==> config.mk <==
export PLATFORM = sky130hd
export DESIGN_NAME = cyclic_automaton_threshold_step_flat
export DESIGN_NICKNAME = d
export VERILOG_FILES = /design/src/hw/rtl/cat_pkg.sv /design/src/hw/rtl/cat_if.sv /design/src/hw/rtl/cyclic_automaton_threshold_step.sv /design/src/hw/rtl/cat_fifo.sv /design/src/hw/rtl/cat_front.sv /design/src/hw/rtl/cat_back.sv /design/src/flat_wrapper.sv
export SDC_FILE = /design/constraint.sdc
export NUM_CORES = 2
export LEC_CHECK = 0
export BUFFER_PORTS_ARGS = -buffer_cell sky130_fd_sc_hd__buf_2
export CAP_MARGIN = 20
export CORE_ASPECT_RATIO = 1.75
export CORE_UTILIZATION = 25
export CTS_CLUSTER_SIZE = 12
export DETAILED_ROUTE_END_ITERATION = 8
export PLACE_DENSITY = 0.43
export SYNTH_ARGS = -nofsm -noshare
export SYNTH_HDL_FRONTEND = slang
export SYNTH_HIERARCHICAL = 1
export SYNTH_MEMORY_MAX_BITS = 65536
export SYNTH_SLANG_ARGS = --single-unit
==> constraint.sdc <==
create_clock -name clk -period 9.2 [get_ports clk]
set_clock_uncertainty 0.1 [all_clocks]
set_input_delay 1.38 -clock clk [delete_from_list [all_inputs] [get_ports clk]]
set_output_delay 1.38 -clock clk [all_outputs]
set_load 0.05 [all_outputs]
==> src/hw/rtl/cat_pkg.sv <==
// ----------------------------------------------------------------------------
// cat_pkg: shared types and constants for the cyclic automaton step
// Register indexes, fixed field widths and the flag group that travels
// from the window front end to the rule back end.
// ----------------------------------------------------------------------------
package cat_pkg;

	// fixed field widths
	localparam int CELL_W      = 8;
	localparam int CFG_DATA_W  = 9;
	localparam int THRESH_W    = 4;
	localparam int COUNT_W     = 4;

	// register reset values and the smallest side
	localparam int GRID_RST    = 64;
	localparam int THRESH_RST  = 3;
	localparam int MIN_SIDE    = 3;

	// window taps: 0..2 upper row, 3..5 middle row, 6..8 newest row
	localparam int WIN_CELLS   = 9;
	localparam int WIN_CENTER  = 4;

	// configuration register indexes
	typedef enum logic [0:0] {
		CFG_GRID_SIZE = 1'b0,
		CFG_THRESHOLD = 1'b1
	} cat_cfg_idx_t;

	// grid edge information for the cell at the window center
	typedef struct packed {
		logic top_ok;
		logic bot_ok;
		logic left_ok;
		logic right_ok;
		logic last;
	} cat_flags_t;

endpackage

==> src/hw/rtl/cat_if.sv <==
// ----------------------------------------------------------------------------
// cat_if: channel interfaces of the cyclic automaton step
// Cell input channel, result output channel and configuration write channel.
// ----------------------------------------------------------------------------
interface cat_in_if;
	logic                        valid;
	logic                        ready;
	logic [cat_pkg::CELL_W-1:0]  cell_value;
	logic                        drain;

	modport source (output valid, output cell_value, output drain, input ready);
	modport sink   (input valid, input cell_value, input drain, output ready);
endinterface

interface cat_out_if;
	logic                        valid;
	logic                        ready;
	logic [cat_pkg::CELL_W-1:0]  new_value;
	logic                        advanced;
	logic                        last_cell;

	modport source (output valid, output new_value, output advanced, output last_cell,
		input ready);
	modport sink   (input valid, input new_value, input advanced, input last_cell,
		output ready);
endinterface

interface cat_cfg_if;
	logic                            valid;
	logic                            ready;
	cat_pkg::cat_cfg_idx_t           index;
	logic [cat_pkg::CFG_DATA_W-1:0]  data;

	modport source (output valid, output index, output data, input ready);
	modport sink   (input valid, input index, input data, output ready);
endinterface

==> src/hw/rtl/cyclic_automaton_threshold_step.sv <==
// ----------------------------------------------------------------------------
// cyclic_automaton_threshold_step: one generation of a threshold cyclic CA
// Accepts one item per cycle while the queue has room; the result of a cell
// leaves once grid side + 1 further items have been taken, passing through
// the window stage, queue and output register. Sustained rate is one item per
// cycle while the output is not stalled, set by the single line-buffer access
// per item. Reset clears counters, window and handshake state, sets grid side
// 64 (capped at MAX_SIZE) and threshold 3; line buffers keep whatever they hold and are not cleared.
// ----------------------------------------------------------------------------
module cyclic_automaton_threshold_step #(
	parameter int MAX_SIZE   = 256,
	parameter int VALUE_BITS = 8
) (
	input  logic       clk,
	input  logic       arst_n,
	cat_cfg_if.sink    cfg,
	cat_in_if.sink     cell_in,
	cat_out_if.source  cell_out
);
	import cat_pkg::*;

	localparam int FLAGS_W = $bits(cat_flags_t);
	localparam int CELLS_W = WIN_CELLS * VALUE_BITS;
	localparam int FIFO_W  = CELLS_W + FLAGS_W;
	localparam int Q_DEPTH = 2;

	logic                                  f_valid, f_ready, b_valid, b_ready;
	logic [WIN_CELLS-1:0][VALUE_BITS-1:0]  f_cells, b_cells;
	cat_flags_t                            f_flags, b_flags;
	logic [THRESH_W-1:0]                   threshold;
	logic [FIFO_W-1:0]                     q_in, q_out;

	cat_front #(
		.MAX_SIZE   (MAX_SIZE),
		.VALUE_BITS (VALUE_BITS)
	) u_front (
		.clk       (clk),
		.arst_n    (arst_n),
		.cfg       (cfg),
		.cell_in   (cell_in),
		.win_valid (f_valid),
		.win_ready (f_ready),
		.win_cells (f_cells),
		.win_flags (f_flags),
		.threshold (threshold)
	);

	// window queue
	assign q_in = {f_cells, f_flags};

	cat_fifo #(
		.WIDTH (FIFO_W),
		.DEPTH (Q_DEPTH)
	) u_queue (
		.clk        (clk),
		.arst_n     (arst_n),
		.push_valid (f_valid),
		.push_ready (f_ready),
		.push_data  (q_in),
		.pop_valid  (b_valid),
		.pop_ready  (b_ready),
		.pop_data   (q_out)
	);

	assign b_cells = q_out[FIFO_W-1:FLAGS_W];
	assign b_flags = q_out[FLAGS_W-1:0];

	cat_back #(
		.VALUE_BITS (VALUE_BITS)
	) u_back (
		.clk       (clk),
		.arst_n    (arst_n),
		.win_valid (b_valid),
		.win_ready (b_ready),
		.win_cells (b_cells),
		.win_flags (b_flags),
		.threshold (threshold),
		.cell_out  (cell_out)
	);

endmodule

==> src/hw/rtl/cat_fifo.sv <==
// ----------------------------------------------------------------------------
// cat_fifo: short queue between the window front end and the rule back end
// Register-based FIFO with valid/ready on both sides.
// ----------------------------------------------------------------------------
module cat_fifo #(
	parameter int WIDTH = 1,
	parameter int DEPTH = 2
) (
	input  logic             clk,
	input  logic             arst_n,
	input  logic             push_valid,
	output logic             push_ready,
	input  logic [WIDTH-1:0] push_data,
	output logic             pop_valid,
	input  logic             pop_ready,
	output logic [WIDTH-1:0] pop_data
);
	localparam int PTR_W = (DEPTH > 1) ? $clog2(DEPTH) : 1;
	localparam int CNT_W = $clog2(DEPTH + 1);

	logic [WIDTH-1:0] mem_q [DEPTH];
	logic [PTR_W-1:0] wr_ptr_q, rd_ptr_q;
	logic [CNT_W-1:0] cnt_q;
	logic             push, pop;

	assign push_ready = (cnt_q != CNT_W'(DEPTH));
	assign pop_valid  = (cnt_q != '0);
	assign pop_data   = mem_q[rd_ptr_q];
	assign push       = push_valid && push_ready;
	assign pop        = pop_valid && pop_ready;

	// storage
	always_ff @(posedge clk) begin
		if (push) begin
			mem_q[wr_ptr_q] <= push_data;
		end
	end

	// pointers and fill level
	always_ff @(posedge clk or negedge arst_n) begin
		if (!arst_n) begin
			wr_ptr_q <= '0;
			rd_ptr_q <= '0;
			cnt_q    <= '0;
		end else begin
			if (push) begin
				wr_ptr_q <= (wr_ptr_q == PTR_W'(DEPTH - 1)) ? '0 : wr_ptr_q + 1'b1;
			end
			if (pop) begin
				rd_ptr_q <= (rd_ptr_q == PTR_W'(DEPTH - 1)) ? '0 : rd_ptr_q + 1'b1;
			end
			if (push && !pop) begin
				cnt_q <= cnt_q + 1'b1;
			end else if (pop && !push) begin
				cnt_q <= cnt_q - 1'b1;
			end
		end
	end

endmodule

==> src/hw/rtl/cat_front.sv <==
// ----------------------------------------------------------------------------
// cat_front: input side of the cyclic automaton step
// Takes cells and drain items, keeps the frame counters, the two line
// buffers and the 3x3 window, and hands each completed window to the queue.
// ----------------------------------------------------------------------------
module cat_front #(
	parameter int MAX_SIZE   = 256,
	parameter int VALUE_BITS = 8
) (
	input  logic                                    clk,
	input  logic                                    arst_n,
	cat_cfg_if.sink                                 cfg,
	cat_in_if.sink                                  cell_in,
	output logic                                    win_valid,
	input  logic                                    win_ready,
	output logic [cat_pkg::WIN_CELLS-1:0][VALUE_BITS-1:0] win_cells,
	output cat_pkg::cat_flags_t                     win_flags,
	output logic [cat_pkg::THRESH_W-1:0]            threshold
);
	import cat_pkg::*;

	localparam int SIDE_W   = $clog2(MAX_SIZE + 1);
	localparam int COL_W    = $clog2(MAX_SIZE);
	localparam int ROW_W    = $clog2(MAX_SIZE + 2);
	localparam int GW       = (SIDE_W > CFG_DATA_W) ? SIDE_W : CFG_DATA_W;
	localparam int SIDE_RST = (MAX_SIZE < GRID_RST) ? MAX_SIZE : GRID_RST;

	// configuration
	logic [SIDE_W-1:0]    side_q;
	logic [THRESH_W-1:0]  thresh_q;
	logic [GW-1:0]        grid_ext;
	logic [SIDE_W-1:0]    side_new;
	logic                 cfg_acc, cfg_grid;

	// frame counters
	logic [COL_W-1:0]     col_q, ec_q, er_q;
	logic [ROW_W-1:0]     row_q;
	logic [SIDE_W-1:0]    side_m1;

	// classification
	logic                 in_acc, cells_done, emitting, ignore, proc, is_cell;
	logic                 col_wrap, ec_wrap;
	logic [VALUE_BITS-1:0] t0;
	cat_flags_t           flags;

	// line buffers
	logic [VALUE_BITS-1:0] mid_mem [MAX_SIZE];
	logic [VALUE_BITS-1:0] up_mem  [MAX_SIZE];
	logic [VALUE_BITS-1:0] mid_rd_q, up_rd_q;

	// stage 1 and window
	logic                  s1_valid_q, emit_s1, s1_move, s1_free;
	logic [VALUE_BITS-1:0] t0_s1;
	logic [COL_W-1:0]      col_s1;
	cat_flags_t            flags_s1;
	logic [WIN_CELLS-1:0][VALUE_BITS-1:0] window_q, win_next;

	assign cfg.ready = 1'b1;
	assign cfg_acc   = cfg.valid && cfg.ready;
	assign cfg_grid  = cfg_acc && (cfg.index == CFG_GRID_SIZE);
	assign threshold = thresh_q;

	// clamp the written side to the supported range
	always_comb begin
		grid_ext = GW'(cfg.data);
		if (grid_ext < GW'(MIN_SIDE)) begin
			side_new = SIDE_W'(MIN_SIDE);
		end else if (grid_ext > GW'(MAX_SIZE)) begin
			side_new = SIDE_W'(MAX_SIZE);
		end else begin
			side_new = SIDE_W'(grid_ext);
		end
	end

	always_ff @(posedge clk or negedge arst_n) begin
		if (!arst_n) begin
			side_q   <= SIDE_W'(SIDE_RST);
			thresh_q <= THRESH_W'(THRESH_RST);
		end else if (cfg_acc) begin
			unique case (cfg.index)
				CFG_GRID_SIZE: side_q   <= side_new;
				CFG_THRESHOLD: thresh_q <= THRESH_W'(cfg.data);
			endcase
		end
	end

	// item classification
	assign in_acc     = cell_in.valid && cell_in.ready;
	assign side_m1    = side_q - 1'b1;
	assign cells_done = (row_q >= ROW_W'(side_q));
	assign emitting   = (row_q >= ROW_W'(2)) || ((row_q == ROW_W'(1)) && (col_q != '0));
	assign ignore     = cell_in.drain && !cells_done;
	assign proc       = in_acc && !ignore;
	assign is_cell    = !cell_in.drain && !cells_done;
	assign t0         = is_cell ? VALUE_BITS'(cell_in.cell_value) : '0;
	assign col_wrap   = (SIDE_W'(col_q) == side_m1);
	assign ec_wrap    = (SIDE_W'(ec_q) == side_m1);

	// edge flags of the cell whose result this item releases
	always_comb begin
		flags.top_ok   = (er_q != '0);
		flags.bot_ok   = (SIDE_W'(er_q) != side_m1);
		flags.left_ok  = (ec_q != '0);
		flags.right_ok = !ec_wrap;
		flags.last     = !flags.bot_ok && ec_wrap;
	end

	// frame counters
	always_ff @(posedge clk or negedge arst_n) begin
		if (!arst_n) begin
			col_q <= '0;
			row_q <= '0;
			ec_q  <= '0;
			er_q  <= '0;
		end else if (cfg_grid || (proc && emitting && flags.last)) begin
			col_q <= '0;
			row_q <= '0;
			ec_q  <= '0;
			er_q  <= '0;
		end else if (proc) begin
			col_q <= col_wrap ? '0 : col_q + 1'b1;
			if (col_wrap) begin
				row_q <= row_q + 1'b1;
			end
			if (emitting) begin
				ec_q <= ec_wrap ? '0 : ec_q + 1'b1;
				if (ec_wrap) begin
					er_q <= er_q + 1'b1;
				end
			end
		end
	end

	// line buffers: middle read-before-write on accept, upper written on move
	always_ff @(posedge clk) begin
		if (proc) begin
			mid_rd_q       <= mid_mem[col_q];
			up_rd_q        <= up_mem[col_q];
			mid_mem[col_q] <= t0;
		end
		if (s1_move) begin
			up_mem[col_s1] <= mid_rd_q;
		end
	end

	// stage 1 handshake
	assign s1_move       = s1_valid_q && (!emit_s1 || win_ready);
	assign s1_free       = !s1_valid_q || s1_move;
	assign cell_in.ready = s1_free;

	always_ff @(posedge clk or negedge arst_n) begin
		if (!arst_n) begin
			s1_valid_q <= 1'b0;
		end else if (proc) begin
			s1_valid_q <= 1'b1;
		end else if (s1_move) begin
			s1_valid_q <= 1'b0;
		end
	end

	always_ff @(posedge clk) begin
		if (proc) begin
			t0_s1    <= t0;
			col_s1   <= col_q;
			emit_s1  <= emitting;
			flags_s1 <= flags;
		end
	end

	// window shift
	always_comb begin
		for (int r = 0; r < 3; r++) begin
			win_next[r*3 + 0] = window_q[r*3 + 1];
			win_next[r*3 + 1] = window_q[r*3 + 2];
		end
		win_next[2] = up_rd_q;
		win_next[5] = mid_rd_q;
		win_next[8] = t0_s1;
	end

	always_ff @(posedge clk or negedge arst_n) begin
		if (!arst_n) begin
			window_q <= '0;
		end else if (cfg_grid || (s1_move && emit_s1 && flags_s1.last)) begin
			window_q <= '0;
		end else if (s1_move) begin
			window_q <= win_next;
		end
	end

	assign win_valid = s1_valid_q && emit_s1;
	assign win_cells = win_next;
	assign win_flags = flags_s1;

	// checks
	a_stall_cause: assert property (@(posedge clk) disable iff (!arst_n)
		!s1_free |-> (s1_valid_q && emit_s1 && !win_ready))
		else $error("front stalled without a full queue");
	a_col_range: assert property (@(posedge clk) disable iff (!arst_n)
		SIDE_W'(col_q) < side_q)
		else $error("input column beyond grid side");
	a_emit_range: assert property (@(posedge clk) disable iff (!arst_n)
		(SIDE_W'(ec_q) < side_q) && (SIDE_W'(er_q) < side_q))
		else $error("result position beyond grid");
	a_frame_clear: assert property (@(posedge clk) disable iff (!arst_n)
		(s1_move && emit_s1 && flags_s1.last) |=> (window_q == '0))
		else $error("window not cleared at frame end");

endmodule

==> src/hw/rtl/cat_back.sv <==
// ----------------------------------------------------------------------------
// cat_back: rule side of the cyclic automaton step
// Counts matching neighbors inside the grid, applies the threshold rule
// and holds the result in an output register.
// ----------------------------------------------------------------------------
module cat_back #(
	parameter int VALUE_BITS = 8
) (
	input  logic                                    clk,
	input  logic                                    arst_n,
	input  logic                                    win_valid,
	output logic                                    win_ready,
	input  logic [cat_pkg::WIN_CELLS-1:0][VALUE_BITS-1:0] win_cells,
	input  cat_pkg::cat_flags_t                     win_flags,
	input  logic [cat_pkg::THRESH_W-1:0]            threshold,
	cat_out_if.source                               cell_out
);
	import cat_pkg::*;

	logic [WIN_CELLS-1:0]  nb_mask;
	logic [VALUE_BITS-1:0] center, target, nv;
	logic [COUNT_W-1:0]    count;
	logic                  adv, load;
	logic                  out_valid_q;
	logic [CELL_W-1:0]     new_value_q;
	logic                  advanced_q, last_cell_q;

	// neighbors that lie inside the grid
	always_comb begin
		nb_mask[0] = win_flags.top_ok && win_flags.left_ok;
		nb_mask[1] = win_flags.top_ok;
		nb_mask[2] = win_flags.top_ok && win_flags.right_ok;
		nb_mask[3] = win_flags.left_ok;
		nb_mask[4] = 1'b0;
		nb_mask[5] = win_flags.right_ok;
		nb_mask[6] = win_flags.bot_ok && win_flags.left_ok;
		nb_mask[7] = win_flags.bot_ok;
		nb_mask[8] = win_flags.bot_ok && win_flags.right_ok;
	end

	// threshold rule; the top value never advances
	always_comb begin
		center = win_cells[WIN_CENTER];
		target = center + 1'b1;
		count  = '0;
		for (int i = 0; i < WIN_CELLS; i++) begin
			count = count + COUNT_W'(nb_mask[i] && (win_cells[i] == target));
		end
		adv = (center != '1) && (count >= threshold);
		nv  = adv ? target : center;
	end

	// output register
	assign load      = win_valid && (!out_valid_q || cell_out.ready);
	assign win_ready = !out_valid_q || cell_out.ready;

	always_ff @(posedge clk or negedge arst_n) begin
		if (!arst_n) begin
			out_valid_q <= 1'b0;
		end else if (load) begin
			out_valid_q <= 1'b1;
		end else if (cell_out.ready) begin
			out_valid_q <= 1'b0;
		end
	end

	always_ff @(posedge clk) begin
		if (load) begin
			new_value_q <= CELL_W'(nv);
			advanced_q  <= adv;
			last_cell_q <= win_flags.last;
		end
	end

	assign cell_out.valid     = out_valid_q;
	assign cell_out.new_value = new_value_q;
	assign cell_out.advanced  = advanced_q;
	assign cell_out.last_cell = last_cell_q;

endmodule
==> src/flat_wrapper.sv <==
// flat-port wrapper written by rule: the top's interface ports become plain ports
module cyclic_automaton_threshold_step_flat import cat_pkg::*;
#(
	parameter int MAX_SIZE   = 256,
	parameter int VALUE_BITS = 8
)
  (clk, arst_n, cfg_valid, cfg_index, cfg_data, cfg_ready, cell_in_valid, cell_in_cell_value, cell_in_drain, cell_in_ready, cell_out_valid, cell_out_new_value, cell_out_advanced, cell_out_last_cell, cell_out_ready);
  cat_cfg_if cfg_i ();
  cat_in_if cell_in_i ();
  cat_out_if cell_out_i ();
  input  logic clk;
  input  logic arst_n;
  input wire logic [$bits(cfg_i.valid)-1:0] cfg_valid;
  input wire logic [$bits(cfg_i.index)-1:0] cfg_index;
  input wire logic [$bits(cfg_i.data)-1:0] cfg_data;
  output wire logic [$bits(cfg_i.ready)-1:0] cfg_ready;
  input wire logic [$bits(cell_in_i.valid)-1:0] cell_in_valid;
  input wire logic [$bits(cell_in_i.cell_value)-1:0] cell_in_cell_value;
  input wire logic [$bits(cell_in_i.drain)-1:0] cell_in_drain;
  output wire logic [$bits(cell_in_i.ready)-1:0] cell_in_ready;
  output wire logic [$bits(cell_out_i.valid)-1:0] cell_out_valid;
  output wire logic [$bits(cell_out_i.new_value)-1:0] cell_out_new_value;
  output wire logic [$bits(cell_out_i.advanced)-1:0] cell_out_advanced;
  output wire logic [$bits(cell_out_i.last_cell)-1:0] cell_out_last_cell;
  input wire logic [$bits(cell_out_i.ready)-1:0] cell_out_ready;
  assign cfg_i.valid = cfg_valid;
  assign cfg_i.index = cfg_index;
  assign cfg_i.data = cfg_data;
  assign cfg_ready = cfg_i.ready;
  assign cell_in_i.valid = cell_in_valid;
  assign cell_in_i.cell_value = cell_in_cell_value;
  assign cell_in_i.drain = cell_in_drain;
  assign cell_in_ready = cell_in_i.ready;
  assign cell_out_valid = cell_out_i.valid;
  assign cell_out_new_value = cell_out_i.new_value;
  assign cell_out_advanced = cell_out_i.advanced;
  assign cell_out_last_cell = cell_out_i.last_cell;
  assign cell_out_i.ready = cell_out_ready;
  cyclic_automaton_threshold_step #(.MAX_SIZE(MAX_SIZE), .VALUE_BITS(VALUE_BITS)) u_core (.clk(clk), .arst_n(arst_n), .cfg(cfg_i), .cell_in(cell_in_i), .cell_out(cell_out_i));
endmodule
==> results.json <==
{
  "hold_buffers": 0,
  "nNetsFinal": 8049,
  "grt_pass1_wl_mm": 720,
  "ys.flop_type": "edfxtp_1",
  "hold_path_class": "in -> async",
  "seq_power_share_pct": 45.4,
  "grt_usage_pct": 14.8,
  "drt_first_pass_iters": 6,
  "cp-end-kind": "flop",
  "crit_required_ps": 9890,
  "critPathMaxFanout": 23,
  "yosysTopAreaCell": "edfxtp_1",
  "detail_route.wl_per_cell_um": 30.1,
  "p_int_mw": 36.5,
  "cp_common_cell": "fa_1",
  "slew-limit-headroom_pct": 3.40,
  "place_area_mm2": 0.184,
  "ant_nets": 0,
  "swShare_pct": 29.3,
  "die_w_um": 629,
  "synthToLayoutAreaGrowth_pct": 14.0,
  "via_per_inst": 4.63,
  "avgSynthCellArea_um2": 22.0,
  "cp_slowest_stage_delay_ps": 730,
  "rows": 402,
  "grt_max_degree": 189,
  "ys_async_sr_fraction_pct": 2.27,
  "p_clk_share_pct": 31.6,
  "io_buffers": 35,
  "gp_congestion": 0.789,
  "finalPower_mw": 51.7,
  "comb_power_share_pct": 23.0,
  "synth_top_cells_by_count": "edfxtp_1, mux4_2, nor2_1",
  "cap_violations": 0,
  "postCtsResizedCells": 0,
  "fin_area_mm2": 0.196,
  "period_share_pct": 73.4,
  "drt_wl_total_mm": 520,
  "drc_errors": 0,
  "synth_most_common_cell": "edfxtp_1",
  "die_area_mm2": 0.691,
  "clock_path_buffers": 5,
  "syn-cell-area_mm2": 0.172,
  "num_vias": 80118,
  "stdcell_count": 17300,
  "power_leakage_nw": 57.5,
  "path_class": "reg -> reg",
  "antenna_found_initial": 16,
  "ir_drop_mv": 0.193,
  "period_needed_ps": 6750,
  "dp_cells": 16636,
  "grt-ovfl-total": 0,
  "syn_inst": 7800,
  "synth.top_cell.area_share_pct": 75.1,
  "setup_ws_ps": 2450,
  "yosysWarningCount": 6,
  "synth_nets": 7858,
  "status": "completed",
  "first_global_vias": 85939,
  "htreeDepth": 5,
  "cp_slowest_cell": "xor2_1",
  "drtIter0Drc": 6122,
  "dieHeight_mm": 1.10,
  "insertion_delay_ps": 1060,
  "hold_viol": 0,
  "synth_area_leaders": "edfxtp_1, mux4_2, dfrtp_1, nor2_1, clkbuf_1",
  "arrival_ps": 7440,
  "ys_seq_elements": 4398,
  "fin_tns_setup_ps": 0,
  "tritoncts": "built",
  "cts_root_buf": "clkbuf_16",
  "fp.coreArea_mm2": 0.685,
  "crit_chain": "mux2_4 > ha_1 > xor2_1 > xnor2_1 > nand4_1 > nor4_1 > nand4_1 > fa_1 > fa_1 > fa_1 > fa_1 > inv_1 > ha_1 > a21oi_1 > o21ai_1 > buf_4 > nand2_1 > mux2_2",
  "seq_area_frac_synth_pct": 76.5,
  "worst_pin_slew_ps": 1450,
  "setup_violations": 0,
  "cts_setup_buffers": 0,
  "cts_buffers": 442,
  "p_sw_mw": 15.2,
  "rsz0062_at_grt": "false",
  "powerDensity_mw_per_mm2": 264,
  "clkTransAtPathRegs_ps": 70,
  "io_pins": 37,
  "synth_cell_types": 85,
  "cp-start-kind": "flop",
  "synth_edf_count": 4298,
  "max_freq_mhz": 148,
  "dp_hpwl_mm": 329,
  "start_util_pct": 25.1,
  "maxSlewViolCount": 0,
  "pre_cts_ws_ps": 2390,
  "clock-sinks": 4398,
  "drive_above_1_share_pct": 26.3
}
-- critical path, delay by kind of cell (launching register included) --
kind,cells,cell delay (ps)
adders and majority gates,6,2630
and+or+nand+nor,4,930
xor gates and xnor gates,2,930
muxes,2,800
DFF,1,670
buffers and inverters,2,220
AOI/OAI and AO/OA,2,200
-- stage by stage --
stage,util [%],hold WS (ps)
after floorplan,-,320
after global placement,26.8,327
after detailed placement,26.8,332
after CTS,28.6,216
after global routing,28.6,280
final,28.6,289
-- layer usage --
| layer | vias up | track usage (%) | routed length (µm) | part of all wire (%) |
|---|---|---|---|---|
| li1 | 32856 | - | - | - |
| met3 | 692 | 1.80 | 20000 | 3.9 |
| met4 | 0 | 6.35 | 23500 | 4.5 |
| met2 | 2151 | 28.7 | 293000 | 56 |
| met5 | - | 0 | 0 | 0 |
| met1 | 44419 | 16.1 | 184000 | 35 |
-- kinds of logic (layout without fill, tap and decap cells) --
family / count (synthesis) / in the layout / share of synthesized area [%]
compound gates: 284 / 284 / 1.11
xor+xnor: 116 / 116 / 0.645
simple gates: 1108 / 1108 / 2.87
flops: 4398 / 4398 / 76.5
fa+ha+maj: 34 / 34 / 0.265
buf+inv: 487 / 873 / 1.23
other cells: 1 / 25 / 0.00218
mux: 1372 / 1372 / 17.3
-- registers in the layout (all words and copies together), names as in the netlist, 9 cells and up --
name and cells:
u_core/u_front/mid_mem 2048, u_core/u_front/up_mem 2048, u_core/u_queue/mem_q 154, u_core/u_front/win_cells 48
u_core/u_front/row_q 9, u_core/u_front/side_q 9
-- layout by cell type, fill, tap and decap left out, types with 37 or more instances in the layout --
cell,instances
mux4_2,1271
dfrtp_1,88
xnor2_1,59
nor2_1,559
nand3_1,89
a21oi_1,92
clkbuf_16,444
nand4_1,44
mux2_2,68
o21ai_0,37
buf_12,42
xor2_1,51
a22oi_1,46
nand2_1,205
edfxtp_1,4298
clkbuf_1,116
buf_4,122
-- path summary, 6_finish.rpt --
| path | end | from | depth (start not counted) | slack [ps] |
|---|---|---|---|---|
| max | u_core/u_back/cell_out.new_value[1] | u_core/u_queue/rd_ptr_q | 18 | 2450 |
| min | u_core/u_front/side_q[3] | arst_n | 1 | 290 |
| max reg2reg | u_core/u_back/cell_out.new_value[1] | u_core/u_queue/rd_ptr_q | 18 | 2450 |
| min reg2reg | u_core/u_queue/mem_q[1][9] | u_core/u_front/win_cells[4] | 0 | 330 |
| max in group asynchronous | u_core/u_front/col_q[0] | arst_n | 2 | 7220 |
| min in group clk | u_core/u_queue/mem_q[1][9] | u_core/u_front/win_cells[4] | 0 | 330 |
-- layout make-up --
cell class / instances / area [µm²]
diodes: 24 / 60.1
clock inverters: 72 / 623
multi-input cells: 2915 / 38600
repair buffers: 200 / 1980
flip-flops and latches: 4398 / 132000
clock buffers: 567 / 11600
fillers: 66375 / 489000
inverters: 34 / 129
well taps: 9090 / 11400
-- power groups by stage --
stage	logic, mW	clock network [mW]	registers [mW]
final	11.9	16.3	23.5
after global routing	12.4	17.4	23.5
after CTS	12.4	16.8	23.5
after detailed placement	12.3	0	23.9
after global placement	12.2	0	23.9
after floorplan	6.77	0	24.2
(Power assumes the default switching activity.)
